## src/rtl/mmst_pkg.sv

```systemverilog
// Package for the matrix multiply block with sparse triplet output.
// Holds field widths, request and register codes, sequencer states and the MAC control word.
// No dependencies.
package mmst_pkg;

  localparam int VAL_W     = 34;
  localparam int REQ_W     = 2;
  localparam int POS_W     = 2;
  localparam int OUT_POS_W = 3;
  localparam int CFG_W     = 3;
  localparam int CFG_IDX_W = 2;

  localparam logic [CFG_W-1:0] DIM_RESET = 3'd4;

  typedef enum logic [REQ_W-1:0] {
    REQ_LOAD_A  = 2'd0,
    REQ_LOAD_B  = 2'd1,
    REQ_COMPUTE = 2'd2,
    REQ_NONE    = 2'd3
  } req_t;

  typedef enum logic [CFG_IDX_W-1:0] {
    CFG_ROWS_A    = 2'd0,
    CFG_INNER_DIM = 2'd1,
    CFG_COLS_B    = 2'd2,
    CFG_UNUSED    = 2'd3
  } cfg_idx_t;

  typedef enum logic [3:0] {
    ST_IDLE,
    ST_RD,
    ST_MUL,
    ST_ACC,
    ST_WR,
    ST_HDR,
    ST_SCAN,
    ST_CHK,
    ST_EMIT
  } state_t;

  typedef struct packed {
    logic clear;
    logic mul;
    logic acc;
  } mac_ctrl_t;

endpackage

```

## src/rtl/mmst_if.sv

```systemverilog
// Handshake channels of the matrix multiply block: request words in, triplet words out.
// Depends on mmst_pkg.
interface mmst_in_if #(parameter int ELEM_WIDTH = 16) ();
  import mmst_pkg::*;
  logic                         valid;
  logic                         ready;
  logic [REQ_W-1:0]             req_type;
  logic [POS_W-1:0]             elem_row;
  logic [POS_W-1:0]             elem_col;
  logic signed [ELEM_WIDTH-1:0] elem_value;

  modport source(output valid, req_type, elem_row, elem_col, elem_value, input ready);
  modport sink(input valid, req_type, elem_row, elem_col, elem_value, output ready);
endinterface

interface mmst_out_if ();
  import mmst_pkg::*;
  logic                    valid;
  logic                    ready;
  logic [OUT_POS_W-1:0]    out_row;
  logic [OUT_POS_W-1:0]    out_col;
  logic signed [VAL_W-1:0] out_value;
  logic                    is_header;
  logic                    last;

  modport source(output valid, out_row, out_col, out_value, is_header, last, input ready);
  modport sink(input valid, out_row, out_col, out_value, is_header, last, output ready);
endinterface

```

## src/rtl/matrix_multiply_to_sparse_triplets.sv

```systemverilog
// Top level: dense A*B product over small matrices, listed as header plus nonzero triplets.
// Depends on mmst_pkg, mmst_if (channels) and mmst_mac (shared MAC unit).
//
//   channel   dir  handshake     payload
//   in_ch     in   valid/ready   req_type, elem_row, elem_col, elem_value
//   out_ch    out  valid/ready   out_row, out_col, out_value, is_header, last
//   cfg_*     in   cfg_we        cfg_index, cfg_data (rows_a, inner_dim, cols_b)
//
// A compute runs through the single MAC (read, multiply, accumulate per term, one write
// per entry), then the header, then a scan and a check per scanned product entry plus an
// emit per nonzero entry. in_ch.ready is high only when no compute is in flight. Output
// words stall freely on out_ch.ready.
// Reset is synchronous on rst_n; stores of A, B and C are not cleared.
module matrix_multiply_to_sparse_triplets
  import mmst_pkg::*;
#(
  parameter int MAX_DIM    = 4,
  parameter int ELEM_WIDTH = 16
) (
  input  logic                 clk,
  input  logic                 rst_n,
  mmst_in_if.sink              in_ch,
  mmst_out_if.source           out_ch,
  input  logic                 cfg_we,
  input  logic [CFG_IDX_W-1:0] cfg_index,
  input  logic [CFG_W-1:0]     cfg_data
);

  localparam int MEM_D  = MAX_DIM * MAX_DIM;
  localparam int ADDR_W = (MEM_D > 1) ? $clog2(MEM_D) : 1;
  localparam int IDX_W  = (MAX_DIM > 1) ? $clog2(MAX_DIM) : 1;
  localparam int DIM_W  = $clog2(MAX_DIM + 1);
  localparam int CNT_W  = $clog2(MEM_D + 1);

  function automatic logic [DIM_W-1:0] sat_dim(input logic [CFG_W-1:0] v);
    return (int'(v) > MAX_DIM) ? DIM_W'(MAX_DIM) : DIM_W'(v);
  endfunction

  state_t state_r, state_nxt;

  logic [CFG_W-1:0] rows_a_r, inner_dim_r, cols_b_r;

  logic signed [ELEM_WIDTH-1:0] store_a [MEM_D];
  logic signed [ELEM_WIDTH-1:0] store_b [MEM_D];
  logic [VAL_W-1:0]             store_p [MEM_D];
  logic signed [ELEM_WIDTH-1:0] a_q_r, b_q_r;
  logic [VAL_W-1:0]             p_q_r;

  logic [DIM_W-1:0] nr_r, nr_nxt, nk_r, nk_nxt, nc_r, nc_nxt;
  logic [IDX_W-1:0] i_r, i_nxt, j_r, j_nxt, k_r, k_nxt;
  logic [CNT_W-1:0] cnt_r, cnt_nxt, emit_n_r, emit_n_nxt;

  logic [OUT_POS_W-1:0] o_row_r, o_row_nxt, o_col_r, o_col_nxt;
  logic [VAL_W-1:0]     o_val_r, o_val_nxt;
  logic                 o_hdr_r, o_hdr_nxt, o_last_r, o_last_nxt;

  logic [DIM_W-1:0] nr_s, nk_s, nc_s;
  logic             in_fire, out_fire, is_cmp, is_load, ld_ok;
  logic             i_last, j_last, k_last, acc_nz, p_nz;
  logic [IDX_W-1:0] i_adv, j_adv;
  logic [ADDR_W-1:0] ld_addr, a_addr, b_addr, p_addr;
  logic             p_we;
  logic [VAL_W-1:0] acc;
  mac_ctrl_t        mac_ctrl;

  assign nr_s     = sat_dim(rows_a_r);
  assign nk_s     = sat_dim(inner_dim_r);
  assign nc_s     = sat_dim(cols_b_r);
  assign in_fire  = in_ch.valid && in_ch.ready;
  assign out_fire = out_ch.valid && out_ch.ready;
  assign is_cmp   = req_t'(in_ch.req_type) == REQ_COMPUTE;
  assign is_load  = (req_t'(in_ch.req_type) == REQ_LOAD_A) ||
                    (req_t'(in_ch.req_type) == REQ_LOAD_B);
  assign ld_ok    = (int'(in_ch.elem_row) < MAX_DIM) && (int'(in_ch.elem_col) < MAX_DIM);
  assign ld_addr  = ADDR_W'(int'(in_ch.elem_row) * MAX_DIM + int'(in_ch.elem_col));
  assign a_addr   = ADDR_W'(int'(i_r) * MAX_DIM + int'(k_r));
  assign b_addr   = ADDR_W'(int'(k_r) * MAX_DIM + int'(j_r));
  assign p_addr   = ADDR_W'(int'(i_r) * MAX_DIM + int'(j_r));

  assign i_last = int'(i_r) == int'(nr_r) - 1;
  assign j_last = int'(j_r) == int'(nc_r) - 1;
  assign k_last = int'(k_r) == int'(nk_r) - 1;
  assign acc_nz = acc != '0;
  assign p_nz   = p_q_r != '0;
  assign j_adv  = j_last ? '0 : j_r + 1'b1;
  assign i_adv  = j_last ? (i_last ? '0 : i_r + 1'b1) : i_r;

  mmst_mac #(.ELEM_WIDTH(ELEM_WIDTH)) u_mac (
    .clk  (clk),
    .ctrl (mac_ctrl),
    .op_a (a_q_r),
    .op_b (b_q_r),
    .acc  (acc)
  );

  // next state
  always_comb begin
    state_nxt = state_r;
    unique case (state_r)
      ST_IDLE: begin
        if (in_fire && is_cmp) begin
          if (nr_s == '0 || nc_s == '0) begin
            state_nxt = ST_HDR;
          end else if (nk_s == '0) begin
            state_nxt = ST_WR;
          end else begin
            state_nxt = ST_RD;
          end
        end
      end
      ST_RD:  state_nxt = ST_MUL;
      ST_MUL: state_nxt = ST_ACC;
      ST_ACC: state_nxt = k_last ? ST_WR : ST_RD;
      ST_WR: begin
        if (i_last && j_last) begin
          state_nxt = ST_HDR;
        end else if (nk_r == '0) begin
          state_nxt = ST_WR;
        end else begin
          state_nxt = ST_RD;
        end
      end
      ST_HDR: begin
        if (out_fire) begin
          state_nxt = (cnt_r == '0) ? ST_IDLE : ST_SCAN;
        end
      end
      ST_SCAN: state_nxt = ST_CHK;
      ST_CHK:  state_nxt = p_nz ? ST_EMIT : ST_SCAN;
      ST_EMIT: begin
        if (out_fire) begin
          state_nxt = o_last_r ? ST_IDLE : ST_SCAN;
        end
      end
      default: state_nxt = ST_IDLE;
    endcase
  end

  // outputs and strobes
  always_comb begin
    in_ch.ready    = 1'b0;
    out_ch.valid   = 1'b0;
    p_we           = 1'b0;
    mac_ctrl       = '0;
    unique case (state_r)
      ST_IDLE: begin
        in_ch.ready    = 1'b1;
        mac_ctrl.clear = in_ch.valid && is_cmp;
      end
      ST_MUL:  mac_ctrl.mul = 1'b1;
      ST_ACC:  mac_ctrl.acc = 1'b1;
      ST_WR: begin
        p_we           = 1'b1;
        mac_ctrl.clear = 1'b1;
      end
      ST_HDR:  out_ch.valid = 1'b1;
      ST_EMIT: out_ch.valid = 1'b1;
      default: ;
    endcase
  end

  // counters and output word
  always_comb begin
    nr_nxt     = nr_r;
    nk_nxt     = nk_r;
    nc_nxt     = nc_r;
    i_nxt      = i_r;
    j_nxt      = j_r;
    k_nxt      = k_r;
    cnt_nxt    = cnt_r;
    emit_n_nxt = emit_n_r;
    o_row_nxt  = o_row_r;
    o_col_nxt  = o_col_r;
    o_val_nxt  = o_val_r;
    o_hdr_nxt  = o_hdr_r;
    o_last_nxt = o_last_r;
    case (state_r)
      ST_IDLE: begin
        if (in_fire && is_cmp) begin
          nr_nxt     = nr_s;
          nk_nxt     = nk_s;
          nc_nxt     = nc_s;
          i_nxt      = '0;
          j_nxt      = '0;
          k_nxt      = '0;
          cnt_nxt    = '0;
          o_row_nxt  = OUT_POS_W'(nr_s);
          o_col_nxt  = OUT_POS_W'(nc_s);
          o_val_nxt  = '0;
          o_hdr_nxt  = 1'b1;
          o_last_nxt = 1'b1;
        end
      end
      ST_ACC: begin
        if (!k_last) begin
          k_nxt = k_r + 1'b1;
        end
      end
      ST_WR: begin
        cnt_nxt    = cnt_r + CNT_W'(acc_nz);
        k_nxt      = '0;
        i_nxt      = i_adv;
        j_nxt      = j_adv;
        o_val_nxt  = VAL_W'(cnt_nxt);
        o_last_nxt = cnt_nxt == '0;
      end
      ST_HDR: begin
        if (out_fire) begin
          i_nxt      = '0;
          j_nxt      = '0;
          emit_n_nxt = '0;
        end
      end
      ST_CHK: begin
        if (p_nz) begin
          o_row_nxt  = OUT_POS_W'(i_r);
          o_col_nxt  = OUT_POS_W'(j_r);
          o_val_nxt  = p_q_r;
          o_hdr_nxt  = 1'b0;
          o_last_nxt = (emit_n_r + 1'b1) == cnt_r;
          emit_n_nxt = emit_n_r + 1'b1;
        end else begin
          i_nxt = i_adv;
          j_nxt = j_adv;
        end
      end
      ST_EMIT: begin
        if (out_fire) begin
          i_nxt = i_adv;
          j_nxt = j_adv;
        end
      end
      default: ;
    endcase
  end

  always_ff @(posedge clk) begin
    if (!rst_n) begin
      state_r     <= ST_IDLE;
      rows_a_r    <= DIM_RESET;
      inner_dim_r <= DIM_RESET;
      cols_b_r    <= DIM_RESET;
      cnt_r       <= '0;
    end else begin
      state_r <= state_nxt;
      cnt_r   <= cnt_nxt;
      if (cfg_we) begin
        unique case (cfg_idx_t'(cfg_index))
          CFG_ROWS_A:    rows_a_r    <= cfg_data;
          CFG_INNER_DIM: inner_dim_r <= cfg_data;
          CFG_COLS_B:    cols_b_r    <= cfg_data;
          default: ;
        endcase
      end
    end
  end

  always_ff @(posedge clk) begin
    nr_r     <= nr_nxt;
    nk_r     <= nk_nxt;
    nc_r     <= nc_nxt;
    i_r      <= i_nxt;
    j_r      <= j_nxt;
    k_r      <= k_nxt;
    emit_n_r <= emit_n_nxt;
    o_row_r  <= o_row_nxt;
    o_col_r  <= o_col_nxt;
    o_val_r  <= o_val_nxt;
    o_hdr_r  <= o_hdr_nxt;
    o_last_r <= o_last_nxt;
  end

  // element and product stores
  always_ff @(posedge clk) begin
    if (in_fire && is_load && ld_ok) begin
      if (req_t'(in_ch.req_type) == REQ_LOAD_A) begin
        store_a[ld_addr] <= in_ch.elem_value;
      end else begin
        store_b[ld_addr] <= in_ch.elem_value;
      end
    end
    if (p_we) begin
      store_p[p_addr] <= acc;
    end
    a_q_r <= store_a[a_addr];
    b_q_r <= store_b[b_addr];
    p_q_r <= store_p[p_addr];
  end

  assign out_ch.out_row   = o_row_r;
  assign out_ch.out_col   = o_col_r;
  assign out_ch.out_value = o_val_r;
  assign out_ch.is_header = o_hdr_r;
  assign out_ch.last      = o_last_r;

endmodule

```

## src/rtl/mmst_mac.sv

```systemverilog
// Shared multiply-accumulate unit: registered product, then a 34-bit wrapping accumulator.
// Depends on mmst_pkg.
module mmst_mac
  import mmst_pkg::*;
#(
  parameter int ELEM_WIDTH = 16
) (
  input  logic                         clk,
  input  mac_ctrl_t                    ctrl,
  input  logic signed [ELEM_WIDTH-1:0] op_a,
  input  logic signed [ELEM_WIDTH-1:0] op_b,
  output logic [VAL_W-1:0]             acc
);

  localparam int PROD_W = 2 * ELEM_WIDTH;
  localparam int EXT_W  = (PROD_W > VAL_W) ? PROD_W : VAL_W;

  logic signed [PROD_W-1:0] mult_r;
  logic signed [EXT_W-1:0]  prod_ext;
  logic [VAL_W-1:0]         acc_r;
  logic [VAL_W-1:0]         acc_nxt;

  assign prod_ext = mult_r;

  always_comb begin
    acc_nxt = acc_r;
    if (ctrl.clear) begin
      acc_nxt = '0;
    end else if (ctrl.acc) begin
      acc_nxt = acc_r + prod_ext[VAL_W-1:0];
    end
  end

  always_ff @(posedge clk) begin
    if (ctrl.mul) begin
      mult_r <= op_a * op_b;
    end
    acc_r <= acc_nxt;
  end

  assign acc = acc_r;

endmodule

```

## src/flat_wrapper.sv

```systemverilog
// flat-port wrapper written by rule: the top's interface ports become plain ports
module matrix_multiply_to_sparse_triplets_flat import mmst_pkg::*;
#(
  parameter int MAX_DIM    = 4,
  parameter int ELEM_WIDTH = 16
)
  (clk, rst_n, cfg_we, cfg_index, cfg_data, in_ch_valid, in_ch_req_type, in_ch_elem_row, in_ch_elem_col, in_ch_elem_value, in_ch_ready, out_ch_valid, out_ch_out_row, out_ch_out_col, out_ch_out_value, out_ch_is_header, out_ch_last, out_ch_ready);
  mmst_in_if #(.ELEM_WIDTH(ELEM_WIDTH)) in_ch_i ();
  mmst_out_if out_ch_i ();
  input  logic clk;
  input  logic rst_n;
  input  logic cfg_we;
  input  logic [CFG_IDX_W-1:0] cfg_index;
  input  logic [CFG_W-1:0] cfg_data;
  input wire logic [$bits(in_ch_i.valid)-1:0] in_ch_valid;
  input wire logic [$bits(in_ch_i.req_type)-1:0] in_ch_req_type;
  input wire logic [$bits(in_ch_i.elem_row)-1:0] in_ch_elem_row;
  input wire logic [$bits(in_ch_i.elem_col)-1:0] in_ch_elem_col;
  input wire logic [$bits(in_ch_i.elem_value)-1:0] in_ch_elem_value;
  output wire logic [$bits(in_ch_i.ready)-1:0] in_ch_ready;
  output wire logic [$bits(out_ch_i.valid)-1:0] out_ch_valid;
  output wire logic [$bits(out_ch_i.out_row)-1:0] out_ch_out_row;
  output wire logic [$bits(out_ch_i.out_col)-1:0] out_ch_out_col;
  output wire logic [$bits(out_ch_i.out_value)-1:0] out_ch_out_value;
  output wire logic [$bits(out_ch_i.is_header)-1:0] out_ch_is_header;
  output wire logic [$bits(out_ch_i.last)-1:0] out_ch_last;
  input wire logic [$bits(out_ch_i.ready)-1:0] out_ch_ready;
  assign in_ch_i.valid = in_ch_valid;
  assign in_ch_i.req_type = in_ch_req_type;
  assign in_ch_i.elem_row = in_ch_elem_row;
  assign in_ch_i.elem_col = in_ch_elem_col;
  assign in_ch_i.elem_value = in_ch_elem_value;
  assign in_ch_ready = in_ch_i.ready;
  assign out_ch_valid = out_ch_i.valid;
  assign out_ch_out_row = out_ch_i.out_row;
  assign out_ch_out_col = out_ch_i.out_col;
  assign out_ch_out_value = out_ch_i.out_value;
  assign out_ch_is_header = out_ch_i.is_header;
  assign out_ch_last = out_ch_i.last;
  assign out_ch_i.ready = out_ch_ready;
  matrix_multiply_to_sparse_triplets #(.MAX_DIM(MAX_DIM), .ELEM_WIDTH(ELEM_WIDTH)) u_core (.clk(clk), .rst_n(rst_n), .in_ch(in_ch_i), .out_ch(out_ch_i), .cfg_we(cfg_we), .cfg_index(cfg_index), .cfg_data(cfg_data));
endmodule
```

## config.mk

```make
export PLATFORM = sky130hd
export DESIGN_NAME = matrix_multiply_to_sparse_triplets_flat
export DESIGN_NICKNAME = d
export VERILOG_FILES = /design/src/rtl/mmst_pkg.sv /design/src/rtl/mmst_if.sv /design/src/rtl/matrix_multiply_to_sparse_triplets.sv /design/src/rtl/mmst_mac.sv /design/src/flat_wrapper.sv
export SDC_FILE = /design/constraint.sdc
export NUM_CORES = 2
export LEC_CHECK = 0
export BUFFER_PORTS_ARGS = -buffer_cell sky130_fd_sc_hd__buf_2
export CORE_MARGIN = 3
export CORE_UTILIZATION = 52
export DETAILED_ROUTE_END_ITERATION = 10
export PLACE_DENSITY = 0.68
export SLEW_MARGIN = 20
export SYNTH_ARGS = -nofsm -noshare
export SYNTH_HDL_FRONTEND = slang
export SYNTH_SLANG_ARGS = --single-unit
```

## constraint.sdc

```tcl
create_clock -name clk -period 6.6 [get_ports clk]
set_input_delay 0.33 -clock clk [delete_from_list [all_inputs] [get_ports clk]]
set_output_delay 0.33 -clock clk [all_outputs]
set_load 0.01 [all_outputs]
```

==> flow_summary_export.csv <==
group,metric,value,unit
clocking,numCtsBuffers,133,
synth,synth_seq_area_share,0.629,
sta,tightest_slew,1.16,ns
synth,synth_cell_type_count,74,
drt,vias,30000,
sta,fmax,159,MHz
floorplanning,ios,76,
synth,yosys.area.top_type,"edfxtp_1",
floorplanning,rows,122,
synth,synth.top_cell.area_share,0.589,
drt,wire_per_inst,24.7,um
setup_path,cp.required,7.07,ns
floorplanning,start_util,0.527,
worst_hold_path,holdPathEnd,"u_core.cols_b_r[2]",
global_routing,grt_usage,0.226,
clocking,insertion_delay,0.74,ns
clocking,clockBufferDepth,3,
floorplanning,coreArea,111000,um2
synth,syn_inst,3434,
synth,synthAdderAreaFrac,0.118,
setup_path,crit_arrival,6.76,ns
synth,synth_flop_cell,"edfxtp_1",
drt,ant_nets,0,
placement,dp_hpwl,80.3,mm
placement,portBuffers,75,
sta,finalCritPeriodShare,0.952,
synth,yosysWarnings,0,
clocking,ctsHtreeMaxLevel,4,
drt,dr.pass1.iters,5,
synth,syn_area_per_cell,17.1,um2
setup_path,path_class,"flip-flop to flip-flop",
clocking,cts_setup_buffers,0,
synth,synthesis.area,58600,um2
worst_hold_path,hp-class,"input port to flip-flop",
setup_path,cp_num_buf_inv,4,
global_routing,grt_remaining_overflow,0,
cells_and_area,multi_input_area,20100,um2
clocking,path_clk_slew,0.06,ns
global_routing,grt_pass1_vias,31300,
setup_path,crit_slowest_cell,"fa_1",
global_routing,grt_pass1_wl,196,mm
placement,place_congestion,0.871,
status,status,"finished clean",
synth,synth_area_leaders,"edfxtp_1, mux4_2, fa_1",
synth,synth_compound_area_frac,0.0276,
worst_hold_path,hold_depth,4,
drt,route.detailed.drc,0,
setup_path,rr_worst_depth,21,
drt,wirelength,128,mm
clocking,cts_num_sinks,1268,
global_routing,grt_use_met1,0.310,
setup_path,reg2reg_to,"u_core.u_mac.mult_r[30]",
global_routing,grt_util_met2,0.371,
drt,first_iter_violations,2504,
setup_path,critPathTopFamily,"adder cells",
synth,synth_mux_area_frac,0.129,
floorplanning,die_area,117000,um2
sta,rsz0062_at_grt,"no",
sta,period_needed,6.28,ns
cells_and_area,nNetsFinal,4023,
drt,via_per_inst,5.77,
synth,synth_edf_count,1150,
cells_and_area,regArea,36900,um2
synth,synth_nets,3859,
global_routing,grt_max_degree,104,
sta,relSlewSlack,0.227,
synth,synth_xor_area_frac,0.0114,
clocking,cts-root-buf,"clkbuf_16",
global_routing,antenna_found_initial,5,
setup_path,r2r_start,"u_core.b_q_r[9]",
floorplanning,fp.dieW,342,um
global_routing,busiest_layer,"met2",
setup_path,setup.worst_path.end_class,"flip-flop",
floorplanning,dieHeight,342,um
setup_path,crit_path_max_incr_delay,0.59,ns
placement,dp_cells,4942,
sta,setup_tns,0,ns
global_routing,met3_usage,0.0404,
setup_path,path_cells,"buf_4 > nand2_1 > fa_1 > inv_1 > fa_1 > fa_1 > fa_1 > fa_1 > inv_1 > fa_1 > inv_1 > ha_1 > o21ai_0 > o21ai_0 > a31oi_1 > nor2b_1 > a2111oi_0 > a21oi_1 > a211o_1 > a21oi_1 > xnor2_1",
cells_and_area,area_growth,12.1,%
sta,slew_violations,0,
setup_path,cp-start-kind,"flip-flop",
sta,hold_viol,0,
setup_path,path_max_fanout,9,
worst_hold_path,hold_start,"cfg_index[1]",
synth,async_flop_share,0,
sta,clock_skew,0.0321,ns
sta,setup_viol,0,
cells_and_area,drive_above_1_share,0.211,
flow_run,max_cap_violations,0,
synth,synth-seq-cells,1268,
synth,synthSimpleGateAreaFrac,0.0554,
cells_and_area,instances_no_fill,5197,
cells_and_area,n_fill_cell,8196,
setup_path,cpMostUsedCell,"fa_1",
synth,synth_top_family_by_area,"multiplexers",
setup_path,r2r_slack,0.32,ns
clocking,tritoncts,"built",
-- cell usage in the layout (no fill, tap or decap), types with 39 or more instances in the layout --
| cell | n |
|---|---|
| and2_1 | 128 |
| xnor2_1 | 47 |
| dfxtp_1 | 103 |
| buf_2 | 75 |
| a21oi_1 | 88 |
| nor2_1 | 76 |
| buf_4 | 85 |
| and3_1 | 39 |
| edfxtp_1 | 1150 |
| nand2_1 | 222 |
| ha_1 | 130 |
| clkbuf_16 | 138 |
| mux4_2 | 330 |
| inv_1 | 314 |
| fa_1 | 263 |
-- sequential cells by signal, indices dropped and copies added, names as in the netlist, 4 cells and up --
signal                   flops
u_core.state_r               4
u_core.emit_n_r              5
u_core.store_p             544
u_core.u_mac.mult_r         32
u_core.a_q_r                16
u_core.store_b             256
u_core.cnt_r                 5
u_core.store_a             256
u_core.u_mac.acc            34
u_core.b_q_r                16
u_core.out_ch.out_value     34
u_core.p_q_r                34
-- final cells by class --
type	count	area share
sequential	1268	0.562
multi-input combinational	1708	0.306
clock buffer	180	0.0566
tap	1488	0.0283
inverter	316	0.0181
timing repair buffer	171	0.0174
clock inverter	64	0.0113
antenna	2	0.0000762
-- tightest hold or removal path: stages --
cell and delay [ns]:
buf_2 0.11, nand3b_1 0.18, mux2i_1 0.10, nand2_1 0.06
-- through the flow --
stage          instance area, um2   util  setup WS [ns]  hold WS, ns
2_1_floorplan               58600      -          0.488        0.429
3_3_place_gp                61100  0.549          0.287        0.516
3_5_place_dp                61100  0.549          0.208        0.526
4_1_cts                     65700  0.590          0.180       0.0278
5_1_grt                     65700  0.591        0.00345       0.0871
6_report                    65700  0.591          0.318       0.0885
-- synthesized netlist by cell type (25+ instances only) --
library cell / number
edfxtp_1: 1150
xor2_1: 29
clkbuf_1: 98
nor2_1: 110
inv_1: 314
buf_1: 26
xnor2_1: 47
nand2_1: 222
dfxtp_1: 118
fa_1: 263
a21oi_1: 88
mux4_2: 330
ha_1: 130
o21ai_0: 38
and3_1: 55
and2_1: 128
a21o_1: 25
-- cells by family after synthesis --
logic type,after synthesis
flops,1268
simple gates,649
buf+inv,458
fa+ha+maj,393
mux,343
compound gates,247
xor+xnor,76
-- routing by layer --
layer  up-vias  routed length (um)
met1     15500               52000
met2      1053               64200
met5         -                  13
met3       225                8350
met4         2                3930
li1      13200                   -
-- worst max-delay path by stage --
stage	startpoint	end	slack, ns	cells past startpoint
2_1_floorplan	u_core.a_q_r[15]	u_core.u_mac.mult_r[31]	0.49	20
3_3_place_gp	u_core.a_q_r[15]	u_core.u_mac.mult_r[31]	0.29	20
3_5_place_dp	u_core.b_q_r[2]	u_core.u_mac.mult_r[31]	0.21	20
4_1_cts	u_core.b_q_r[2]	u_core.u_mac.mult_r[31]	0.18	20
5_1_grt	u_core.b_q_r[8]	u_core.u_mac.mult_r[30]	0.003	22
6_report	u_core.b_q_r[9]	u_core.u_mac.mult_r[30]	0.32	21
-- what timing repair did --
item / 4_1_cts / 5_1_grt
resized for setup: 0 / 14
endpoints found under the setup margin: 0 / 3
hold buffers: 9 / 0
hold endpoints to repair: 18 / 0
Power is not shown: default switching activity piles up to over one toggle a cycle in this logic, so the estimate is an artifact.
